--- src/rtl/frc_pkg.sv ---
// Shared types and constants for the frame reassembly checker.
package frc_pkg;

    localparam int unsigned MAX_MESSAGE_BYTES = 496;
    localparam int unsigned LEN_W             = 9;
    localparam int unsigned SEQ_W             = 16;
    localparam int unsigned SIZE_W            = 24;
    localparam int unsigned COUNT_W           = 26;
    localparam int unsigned FRAME_NUM_W       = 32;
    localparam int unsigned QUEUE_DEPTH       = 4;
    localparam int unsigned QPTR_W            = $clog2(QUEUE_DEPTH);
    localparam int unsigned QCNT_W            = $clog2(QUEUE_DEPTH + 1);

    // message kinds
    localparam logic [1:0] KIND_CAPTURE = 2'd2;

    // section codes
    localparam logic [2:0] SEC_NONE  = 3'd0;
    localparam logic [2:0] SEC_START = 3'd1;
    localparam logic [2:0] SEC_BODY  = 3'd2;
    localparam logic [2:0] SEC_END   = 3'd3;

    // result status codes
    localparam logic [2:0] ST_IGNORED  = 3'd0;
    localparam logic [2:0] ST_STORED   = 3'd1;
    localparam logic [2:0] ST_COMPLETE = 3'd2;
    localparam logic [2:0] ST_READERR  = 3'd3;
    localparam logic [2:0] ST_FRAMEERR = 3'd4;
    localparam logic [2:0] ST_SYNCERR  = 3'd5;

    typedef struct packed {
        logic             read_failed;
        logic [1:0]       message_kind;
        logic [2:0]       section;
        logic [SEQ_W-1:0] message_seq;
        logic [LEN_W-1:0] payload_length;
    } t_in_item;

    typedef struct packed {
        logic [2:0]             status;
        logic [SIZE_W-1:0]      write_offset;
        logic [FRAME_NUM_W-1:0] frame_number;
    } t_out_item;

    typedef enum logic [2:0] {
        CLS_IGNORE,
        CLS_READERR,
        CLS_START,
        CLS_BODY,
        CLS_END,
        CLS_INVALID
    } t_cls;

    // classified header handed from front to back
    typedef struct packed {
        t_cls             cls;
        logic [SEQ_W-1:0] seq;
        logic [LEN_W-1:0] len;
    } t_cmd;

endpackage

--- src/rtl/frc_front.sv ---
// Front end: classifies a message header and clamps its payload length.
module frc_front (
    input  frc_pkg::t_in_item i_item,
    output frc_pkg::t_cmd     o_cmd
);

    frc_pkg::t_cls           cls;
    logic [frc_pkg::LEN_W-1:0] len;

    always_comb begin
        if (i_item.read_failed) begin
            cls = frc_pkg::CLS_READERR;
        end else if (i_item.message_kind != frc_pkg::KIND_CAPTURE) begin
            cls = frc_pkg::CLS_IGNORE;
        end else begin
            case (i_item.section)
                frc_pkg::SEC_NONE:  cls = frc_pkg::CLS_IGNORE;
                frc_pkg::SEC_START: cls = frc_pkg::CLS_START;
                frc_pkg::SEC_BODY:  cls = frc_pkg::CLS_BODY;
                frc_pkg::SEC_END:   cls = frc_pkg::CLS_END;
                default:            cls = frc_pkg::CLS_INVALID;
            endcase
        end
    end

    assign len = (i_item.payload_length > frc_pkg::LEN_W'(frc_pkg::MAX_MESSAGE_BYTES))
               ? frc_pkg::LEN_W'(frc_pkg::MAX_MESSAGE_BYTES)
               : i_item.payload_length;

    assign o_cmd = '{cls: cls, seq: i_item.message_seq, len: len};

endmodule

--- src/rtl/frc_queue.sv ---
// Small command queue between the classifier and the frame tracker.
module frc_queue (
    input  logic          i_clk,
    input  logic          i_rst_n,
    input  logic          i_push,
    input  frc_pkg::t_cmd i_push_cmd,
    output logic          o_full,
    output logic          o_valid,
    output frc_pkg::t_cmd o_cmd,
    input  logic          i_pop
);

    frc_pkg::t_cmd                 r_mem [frc_pkg::QUEUE_DEPTH];
    logic [frc_pkg::QPTR_W-1:0]    r_wr_ptr, n_wr_ptr;
    logic [frc_pkg::QPTR_W-1:0]    r_rd_ptr, n_rd_ptr;
    logic [frc_pkg::QCNT_W-1:0]    r_count,  n_count;
    logic                          do_pop;

    assign o_full  = (r_count == frc_pkg::QCNT_W'(frc_pkg::QUEUE_DEPTH));
    assign o_valid = (r_count != '0);
    assign o_cmd   = r_mem[r_rd_ptr];
    assign do_pop  = i_pop && o_valid;

    always_comb begin
        n_wr_ptr = i_push ? r_wr_ptr + 1'b1 : r_wr_ptr;
        n_rd_ptr = do_pop ? r_rd_ptr + 1'b1 : r_rd_ptr;
        n_count  = r_count + frc_pkg::QCNT_W'(i_push) - frc_pkg::QCNT_W'(do_pop);
    end

    always_ff @(posedge i_clk) begin
        if (i_push) begin
            r_mem[r_wr_ptr] <= i_push_cmd;
        end
    end

    always_ff @(posedge i_clk) begin
        if (!i_rst_n) begin
            r_wr_ptr <= '0;
            r_rd_ptr <= '0;
            r_count  <= '0;
        end else begin
            r_wr_ptr <= n_wr_ptr;
            r_rd_ptr <= n_rd_ptr;
            r_count  <= n_count;
        end
    end

    ap_count_bound: assert property (@(posedge i_clk) disable iff (!i_rst_n)
        r_count <= frc_pkg::QCNT_W'(frc_pkg::QUEUE_DEPTH))
        else $error("queue count past depth");

    ap_ptr_gap: assert property (@(posedge i_clk) disable iff (!i_rst_n)
        (r_count == '0 || o_full) |-> (r_wr_ptr == r_rd_ptr))
        else $error("queue pointers disagree with count");

    ap_push_moves: assert property (@(posedge i_clk) disable iff (!i_rst_n)
        (i_push && !do_pop) |=> (r_count == $past(r_count) + 1'b1))
        else $error("push lost");

endmodule

--- src/rtl/frc_back.sv ---
// Back end: frame tracking state, frame size register and result register.
module frc_back (
    input  logic                          i_clk,
    input  logic                          i_rst_n,
    input  logic                          i_cfg_we,
    input  logic [frc_pkg::SIZE_W-1:0]    i_cfg_wdata,
    input  logic                          i_q_valid,
    input  frc_pkg::t_cmd                 i_q_cmd,
    output logic                          o_q_pop,
    output logic                          o_out_valid,
    input  logic                          i_out_stall,
    output frc_pkg::t_out_item            o_out_item
);

    typedef enum logic {
        MODE_HUNT,
        MODE_FRAME
    } t_mode;

    t_mode                              r_mode, n_mode;
    logic [frc_pkg::SEQ_W-1:0]          r_exp_seq, n_exp_seq;
    logic [frc_pkg::COUNT_W-1:0]        r_byte_count, n_byte_count;
    logic [frc_pkg::FRAME_NUM_W-1:0]    r_frames_done, n_frames_done;
    logic [frc_pkg::SIZE_W-1:0]         r_frame_bytes;
    logic                               r_out_valid;
    frc_pkg::t_out_item                 r_out_item, n_out_item;

    logic                               pop;
    logic [frc_pkg::COUNT_W-1:0]        size_ext;
    logic [frc_pkg::COUNT_W-1:0]        len_ext;
    logic [frc_pkg::COUNT_W-1:0]        hunt_sum;
    logic [frc_pkg::COUNT_W-1:0]        base;
    logic [frc_pkg::COUNT_W-1:0]        frame_sum;
    logic [frc_pkg::SEQ_W-1:0]          base_seq;
    logic                               is_start;

    assign pop      = i_q_valid && (!r_out_valid || !i_out_stall);
    assign o_q_pop  = pop;
    assign size_ext = frc_pkg::COUNT_W'(r_frame_bytes);
    assign len_ext  = frc_pkg::COUNT_W'(i_q_cmd.len);
    assign hunt_sum = r_byte_count + len_ext;
    assign is_start = (i_q_cmd.cls == frc_pkg::CLS_START);
    // a start inside a frame rebases the frame at offset 0
    assign base      = is_start ? '0 : r_byte_count;
    assign base_seq  = is_start ? '0 : r_exp_seq;
    assign frame_sum = base + len_ext;

    always_comb begin
        n_mode        = r_mode;
        n_exp_seq     = r_exp_seq;
        n_byte_count  = r_byte_count;
        n_frames_done = r_frames_done;
        n_out_item    = '{status: frc_pkg::ST_IGNORED, write_offset: '0, frame_number: '0};

        case (i_q_cmd.cls)
            frc_pkg::CLS_IGNORE: begin
            end
            frc_pkg::CLS_READERR: begin
                n_mode            = MODE_HUNT;
                n_exp_seq         = '0;
                n_byte_count      = '0;
                n_out_item.status = frc_pkg::ST_READERR;
            end
            frc_pkg::CLS_INVALID: begin
                if (r_mode == MODE_FRAME) begin
                    n_mode            = MODE_HUNT;
                    n_exp_seq         = '0;
                    n_byte_count      = '0;
                    n_out_item.status = frc_pkg::ST_FRAMEERR;
                end
            end
            frc_pkg::CLS_START, frc_pkg::CLS_BODY, frc_pkg::CLS_END: begin
                if (r_mode == MODE_HUNT) begin
                    if (is_start && i_q_cmd.seq == '0) begin
                        if (len_ext > size_ext) begin
                            n_byte_count      = '0;
                            n_out_item.status = frc_pkg::ST_FRAMEERR;
                        end else begin
                            n_mode            = MODE_FRAME;
                            n_byte_count      = len_ext;
                            n_exp_seq         = frc_pkg::SEQ_W'(1);
                            n_out_item.status = frc_pkg::ST_STORED;
                        end
                    end else if (hunt_sum > {size_ext[frc_pkg::COUNT_W-2:0], 1'b0}) begin
                        // skipped too much capture data without finding a start
                        n_byte_count      = '0;
                        n_out_item.status = frc_pkg::ST_SYNCERR;
                    end else begin
                        n_byte_count = hunt_sum;
                    end
                end else if (i_q_cmd.seq != r_exp_seq) begin
                    n_mode            = MODE_HUNT;
                    n_exp_seq         = '0;
                    n_byte_count      = '0;
                    n_out_item.status = frc_pkg::ST_SYNCERR;
                end else if (frame_sum > size_ext ||
                             (i_q_cmd.cls == frc_pkg::CLS_END && frame_sum < size_ext)) begin
                    n_mode            = MODE_HUNT;
                    n_exp_seq         = '0;
                    n_byte_count      = '0;
                    n_out_item.status = frc_pkg::ST_FRAMEERR;
                end else if (i_q_cmd.cls == frc_pkg::CLS_END) begin
                    n_mode        = MODE_HUNT;
                    n_exp_seq     = '0;
                    n_byte_count  = '0;
                    n_frames_done = r_frames_done + 1'b1;
                    n_out_item    = '{status:       frc_pkg::ST_COMPLETE,
                                      write_offset: base[frc_pkg::SIZE_W-1:0],
                                      frame_number: r_frames_done};
                end else begin
                    n_byte_count            = frame_sum;
                    n_exp_seq               = base_seq + 1'b1;
                    n_out_item.status       = frc_pkg::ST_STORED;
                    n_out_item.write_offset = base[frc_pkg::SIZE_W-1:0];
                end
            end
            default: begin
            end
        endcase
    end

    always_ff @(posedge i_clk) begin
        if (!i_rst_n) begin
            r_mode        <= MODE_HUNT;
            r_exp_seq     <= '0;
            r_byte_count  <= '0;
            r_frames_done <= '0;
            r_frame_bytes <= '0;
            r_out_valid   <= 1'b0;
            r_out_item    <= '0;
        end else begin
            if (i_cfg_we) begin
                r_frame_bytes <= i_cfg_wdata;
            end
            if (pop) begin
                r_mode        <= n_mode;
                r_exp_seq     <= n_exp_seq;
                r_byte_count  <= n_byte_count;
                r_frames_done <= n_frames_done;
                r_out_valid   <= 1'b1;
                r_out_item    <= n_out_item;
            end else if (!i_out_stall) begin
                r_out_valid   <= 1'b0;
            end
        end
    end

    assign o_out_valid = r_out_valid;
    assign o_out_item  = r_out_item;

    ap_hunt_seq: assert property (@(posedge i_clk) disable iff (!i_rst_n)
        (r_mode == MODE_HUNT) |-> (r_exp_seq == '0))
        else $error("expected sequence not cleared while hunting");

    ap_frame_fits: assert property (@(posedge i_clk) disable iff (!i_rst_n)
        (pop && n_mode == MODE_FRAME && n_out_item.status == frc_pkg::ST_STORED) |=>
            (r_byte_count <= size_ext))
        else $error("frame byte count past frame size");

    ap_frames_done: assert property (@(posedge i_clk) disable iff (!i_rst_n)
        $past(i_rst_n) && (r_frames_done != $past(r_frames_done)) |->
            (r_out_valid && r_out_item.status == frc_pkg::ST_COMPLETE))
        else $error("frame counter moved without a completed frame");

    ap_zero_fields: assert property (@(posedge i_clk) disable iff (!i_rst_n)
        (r_out_valid && r_out_item.status != frc_pkg::ST_COMPLETE) |->
            (r_out_item.frame_number == '0))
        else $error("frame number set on a result that is not a completion");

endmodule

--- src/rtl/frame_reassembly_checker_top.sv ---
// Top level of the frame reassembly checker: classifier, command queue, frame tracker.
// An accepted header is classified, written into the command queue, and its result is registered once popped.
// Throughput: one header per cycle while the queue is not full; the tracker pops unless the result is stalled.
// A four-entry command queue lets the input side keep taking transfers while a result waits.
// Reset (i_rst_n low, synchronous): hunting state, frame size 0, frame counter 0, queue empty.
// Configuration takes effect on the cycle after the write; no clearing pass is needed.
module frame_reassembly_checker_top (
    input  logic                          i_clk,
    input  logic                          i_rst_n,
    input  logic                          i_cfg_we,
    input  logic [frc_pkg::SIZE_W-1:0]    i_cfg_wdata,
    input  logic                          i_in_valid,
    output logic                          o_in_stall,
    input  frc_pkg::t_in_item             i_in_item,
    output logic                          o_out_valid,
    input  logic                          i_out_stall,
    output frc_pkg::t_out_item            o_out_item
);

    frc_pkg::t_cmd front_cmd;
    frc_pkg::t_cmd q_cmd;
    logic          q_full;
    logic          q_valid;
    logic          q_pop;
    logic          push;

    assign push       = i_in_valid && !q_full;
    assign o_in_stall = q_full;

    frc_front u_front (
        .i_item (i_in_item),
        .o_cmd  (front_cmd)
    );

    frc_queue u_queue (
        .i_clk      (i_clk),
        .i_rst_n    (i_rst_n),
        .i_push     (push),
        .i_push_cmd (front_cmd),
        .o_full     (q_full),
        .o_valid    (q_valid),
        .o_cmd      (q_cmd),
        .i_pop      (q_pop)
    );

    frc_back u_back (
        .i_clk       (i_clk),
        .i_rst_n     (i_rst_n),
        .i_cfg_we    (i_cfg_we),
        .i_cfg_wdata (i_cfg_wdata),
        .i_q_valid   (q_valid),
        .i_q_cmd     (q_cmd),
        .o_q_pop     (q_pop),
        .o_out_valid (o_out_valid),
        .i_out_stall (i_out_stall),
        .o_out_item  (o_out_item)
    );

endmodule

--- config.mk ---
export PLATFORM = sky130hd
export DESIGN_NAME = frame_reassembly_checker_top
export DESIGN_NICKNAME = d
export VERILOG_FILES = /design/src/rtl/frc_pkg.sv /design/src/rtl/frc_front.sv /design/src/rtl/frc_queue.sv /design/src/rtl/frc_back.sv /design/src/rtl/frame_reassembly_checker_top.sv
export SDC_FILE = /design/constraint.sdc
export NUM_CORES = 1
export LEC_CHECK = 0
export BUFFER_PORTS_ARGS = -buffer_cell sky130_fd_sc_hd__buf_4
export CAP_MARGIN = 10
export CORE_ASPECT_RATIO = 2
export CORE_MARGIN = 5
export CORE_UTILIZATION = 47
export DETAILED_ROUTE_END_ITERATION = 10
export PLACE_DENSITY = 0.65
export SETUP_SLACK_MARGIN = 0.3
export SLEW_MARGIN = 10
export SYNTH_ARGS = -nofsm -noshare
export SYNTH_HDL_FRONTEND = slang
export SYNTH_SLANG_ARGS = --single-unit
export TNS_END_PERCENT = 100
--- constraint.sdc ---
create_clock -name i_clk -period 18.7 [get_ports i_clk]
set_input_delay 1.87 -clock i_clk [delete_from_list [all_inputs] [get_ports i_clk]]
set_output_delay 1.87 -clock i_clk [all_outputs]
set_load 0.01 [all_outputs]
==> out/qor.yml <==
timing:
  hold_viol: 0
  setup_ws_ns: 10.79
  tns_ns: 0
  max_freq_mhz: 126
  rsz0062_at_grt: "false"
  finalSetupViolCount: 0
  period_share_pct: 42.3
  max_slew_margin_pct: 17.7
  tightest_slew_ns: 1.23
  finalCriticalPeriod_ns: 7.91
  worst_clock_skew_ns: 0.0195
  timing.final.max_slew_violations: 0
clock_tree:
  post_cts_buffers: 0
  clock_path_buffers: 3
  htreeDepth: 1
  cts_resized: 0
  cts_buffers: 26
  clock_latency_ns: 0.56
  hold_buffers: 0
  cts_sinks: 280
  cts.clk_slew.worst_paths_ns: 0.07
  cts_tree: "built"
  cts_root_buf: "clkbuf_16"
setup_path:
  worst_r2r_endpoint: "u_back.r_byte_count[23]"
  crit_type: "reg2reg"
  r2r_slack_ns: 10.79
  startpoint_type: "flip-flop"
  critPathCaptureType: "flip-flop"
  cp_max_fo: 36
  r2r_cells: 27
  critPathRequiredTime_ns: 19.16
  worstPathArrival_ns: 8.37
placed_design:
  port-buffer-count: 120
  hpwl_mm: 30.1
  place_ws_ns: 10.81
  gp_congestion: 0.966
synth:
  synth_edf_count: 112
  synth_cell_type_count: 76
  yosys_warnings: 0
  synth.cell_area_mm2: 0.0149
  yosys-top-cells-count: "dfxtp_1, nor2_1, edfxtp_1"
  yosysMostFrequentCell: "dfxtp_1"
  yosysTopAreaCell: "dfxtp_1"
  synth_cells: 1501
  syn_area_per_cell_um2: 9.92
  mappedNetlistNets: 1642
  async_flop_share_pct: 0
  synth_top_area_share_pct: 22.6
  synth_area_leaders: "dfxtp_1, edfxtp_1, ha_1"
  ys_ff_latch: 280
  ys_seq_area_share_pct: 45.2
  ys.flop_type: "dfxtp_1"
finish:
  area_delta_synth_final_pct: 13.7
  fillerInstances: 2893
  diodes: 0
  fin_nets: 1708
  drive_gt1_share_pct: 14.2
route:
  drt_iter0_drc: 881
  wl_per_cell_um: 20.5
  drc: 0
  finalWirelength_mm: 41.2
  vias: 12049
  drt_first_pass_iters: 5
  via_per_inst: 5.99
  antenna_left: 0
die:
  chipHeight_um: 262
  rows: 92
  fp.dieW_um: 136
  die_area_mm2: 0.0356
  coreArea_mm2: 0.0314
  io_pins: 121
  start_util_pct: 47.4
hold_path:
  hp-class: "reg2reg"
  holdPathEnd: "u_back.o_out_valid"
  min-delay-start: "u_back.o_out_valid"
  holdPathStages: 2
pwr:
  peakVddDrop_mv: 0.0854
  p_leak_uw: 0.00625
  power.density_mw_per_mm2: 123
global_route:
  grt_overflow: 0
  grt_max_degree: 93
  grtUsageTotal_pct: 22.9
  antenna_found_initial: 0
  first_global_vias: 12149
  grt_first_pass_wirelength_mm: 64.3
flow_run:
  maxCapViolations: 0
status:
  status: "finished clean"
==> final cells by class <==
type	count	area, um2	area share, %
Multi-Input combinational cell	1053	7520	44.4
Sequential cell	280	6730	39.7
Timing Repair Buffer	131	983	5.81
Clock buffer	37	756	4.46
Tap cell	423	529	3.13
Inverter	75	283	1.67
Clock inverter	11	135	0.798
==> where the power goes <==
group          internal (uW)  total (uW)  switching [uW]
combinational            303         794             490
clock                    324         560             236
sequential               687         730            42.5
total                   1310        2080             769
==> placed cells by master (no fill, tap or decap), types with 13 or more instances in the layout <==
cell type / netlist / final
dfxtp_1: 168 / 166
buf_4: 0 / 131
nor2_1: 123 / 122
edfxtp_1: 112 / 112
nand2_1: 93 / 93
ha_1: 78 / 78
o21ai_0: 75 / 75
inv_1: 73 / 74
a21oi_1: 71 / 71
xnor2_1: 53 / 53
nand3_1: 43 / 43
a22oi_1: 39 / 39
nand4_1: 35 / 35
nor3_1: 34 / 33
mux2i_1: 29 / 29
or3_1: 29 / 29
clkbuf_16: 0 / 29
mux4_2: 28 / 28
a22o_1: 26 / 26
nor4_1: 25 / 25
and3_1: 22 / 22
xor2_1: 19 / 19
o21a_1: 18 / 18
and2_1: 22 / 18
a31oi_1: 13 / 13
==> per-stage QoR <==
stage | hold slack [ns] | cell area [um2] | utilization (%) | instances | power [uW]
floorplan | 0.458 | 14900 | - | 1501 | 1300
global placement | 0.461 | 16000 | 51.0 | 1962 | 1510
detailed placement | 0.468 | 16000 | 51.0 | 1962 | 1530
CTS | 0.484 | 16900 | 53.9 | 2010 | 2090
global route | 0.498 | 16900 | 53.9 | 2010 | 2210
finish | 0.480 | 16900 | 53.9 | 2010 | 2080
==> worst max-delay path, cell delays in order, from the launching register on <==
cell	delay, ns
dfxtp_2	0.32
buf_4	0.49
mux4_2	0.66
or3b_1	0.20
buf_4	0.35
and2_1	0.19
ha_1	0.16
inv_1	0.05
fa_1	0.39
or2_2	0.32
a2bb2oi_1	0.14
o221ai_1	0.29
nand4_1	0.17
and2_1	0.27
nor3b_1	0.36
nand3_1	0.14
xor2_1	0.20
nor2_1	0.07
ha_1	0.20
a2111oi_0	0.25
o21ai_0	0.16
a22oi_1	0.19
and3_1	0.27
o221ai_1	0.21
or2_2	0.39
nor4_2	0.81
nand2_1	0.30
o21ai_0	0.27
==> state kept, by name, indices dropped and copies added (netlist names), named ones only <==
register              cells
u_queue.r_mem           112
u_back.r_byte_count      26
u_queue.r_count           3
u_back.o_out_item        59
u_back.r_exp_seq         16
u_back.o_out_valid        1
u_back.r_frames_done     32
u_back.r_mode             1
u_back.r_frame_bytes     24
u_queue.r_wr_ptr          2
u_queue.r_rd_ptr          2
==> kinds of logic after synthesis <==
kind of cell | count (synthesis) | share of synthesized area (%)
DFF | 280 | 45.2
muxes | 59 | 6.34
and+or+nand+nor | 488 | 16.7
adders and majority gates | 82 | 7.03
buffers and inverters | 168 | 4.45
xor gates and xnor gates | 73 | 4.34
AOI/OAI and AO/OA | 351 | 16.0
==> how the worst max path moves through the flow <==
stage                         start                      end  slack [ns]  cells past startpoint
final                     flip-flop  u_back.r_byte_count[23]       10.79                     27
after global routing      flip-flop  u_back.r_byte_count[23]       10.25                     27
after CTS                 flip-flop    u_back.o_out_item[24]       10.74                     27
after detailed placement  flip-flop    u_back.o_out_item[24]       10.81                     27
after global placement    flip-flop    u_back.o_out_item[25]       10.93                     27
after floorplan           flip-flop     u_back.r_exp_seq[11]       11.83                     31
==> routing by layer <==
metal | wire [um] | global-route usage, %
met1 | 14400 | 23.2
met2 | 21800 | 42.9
met3 | 1950 | 3.22
met4 | 2980 | 15.1
met5 | 0 | 0
No activity file was read; power rests on OpenSTA's default activity.
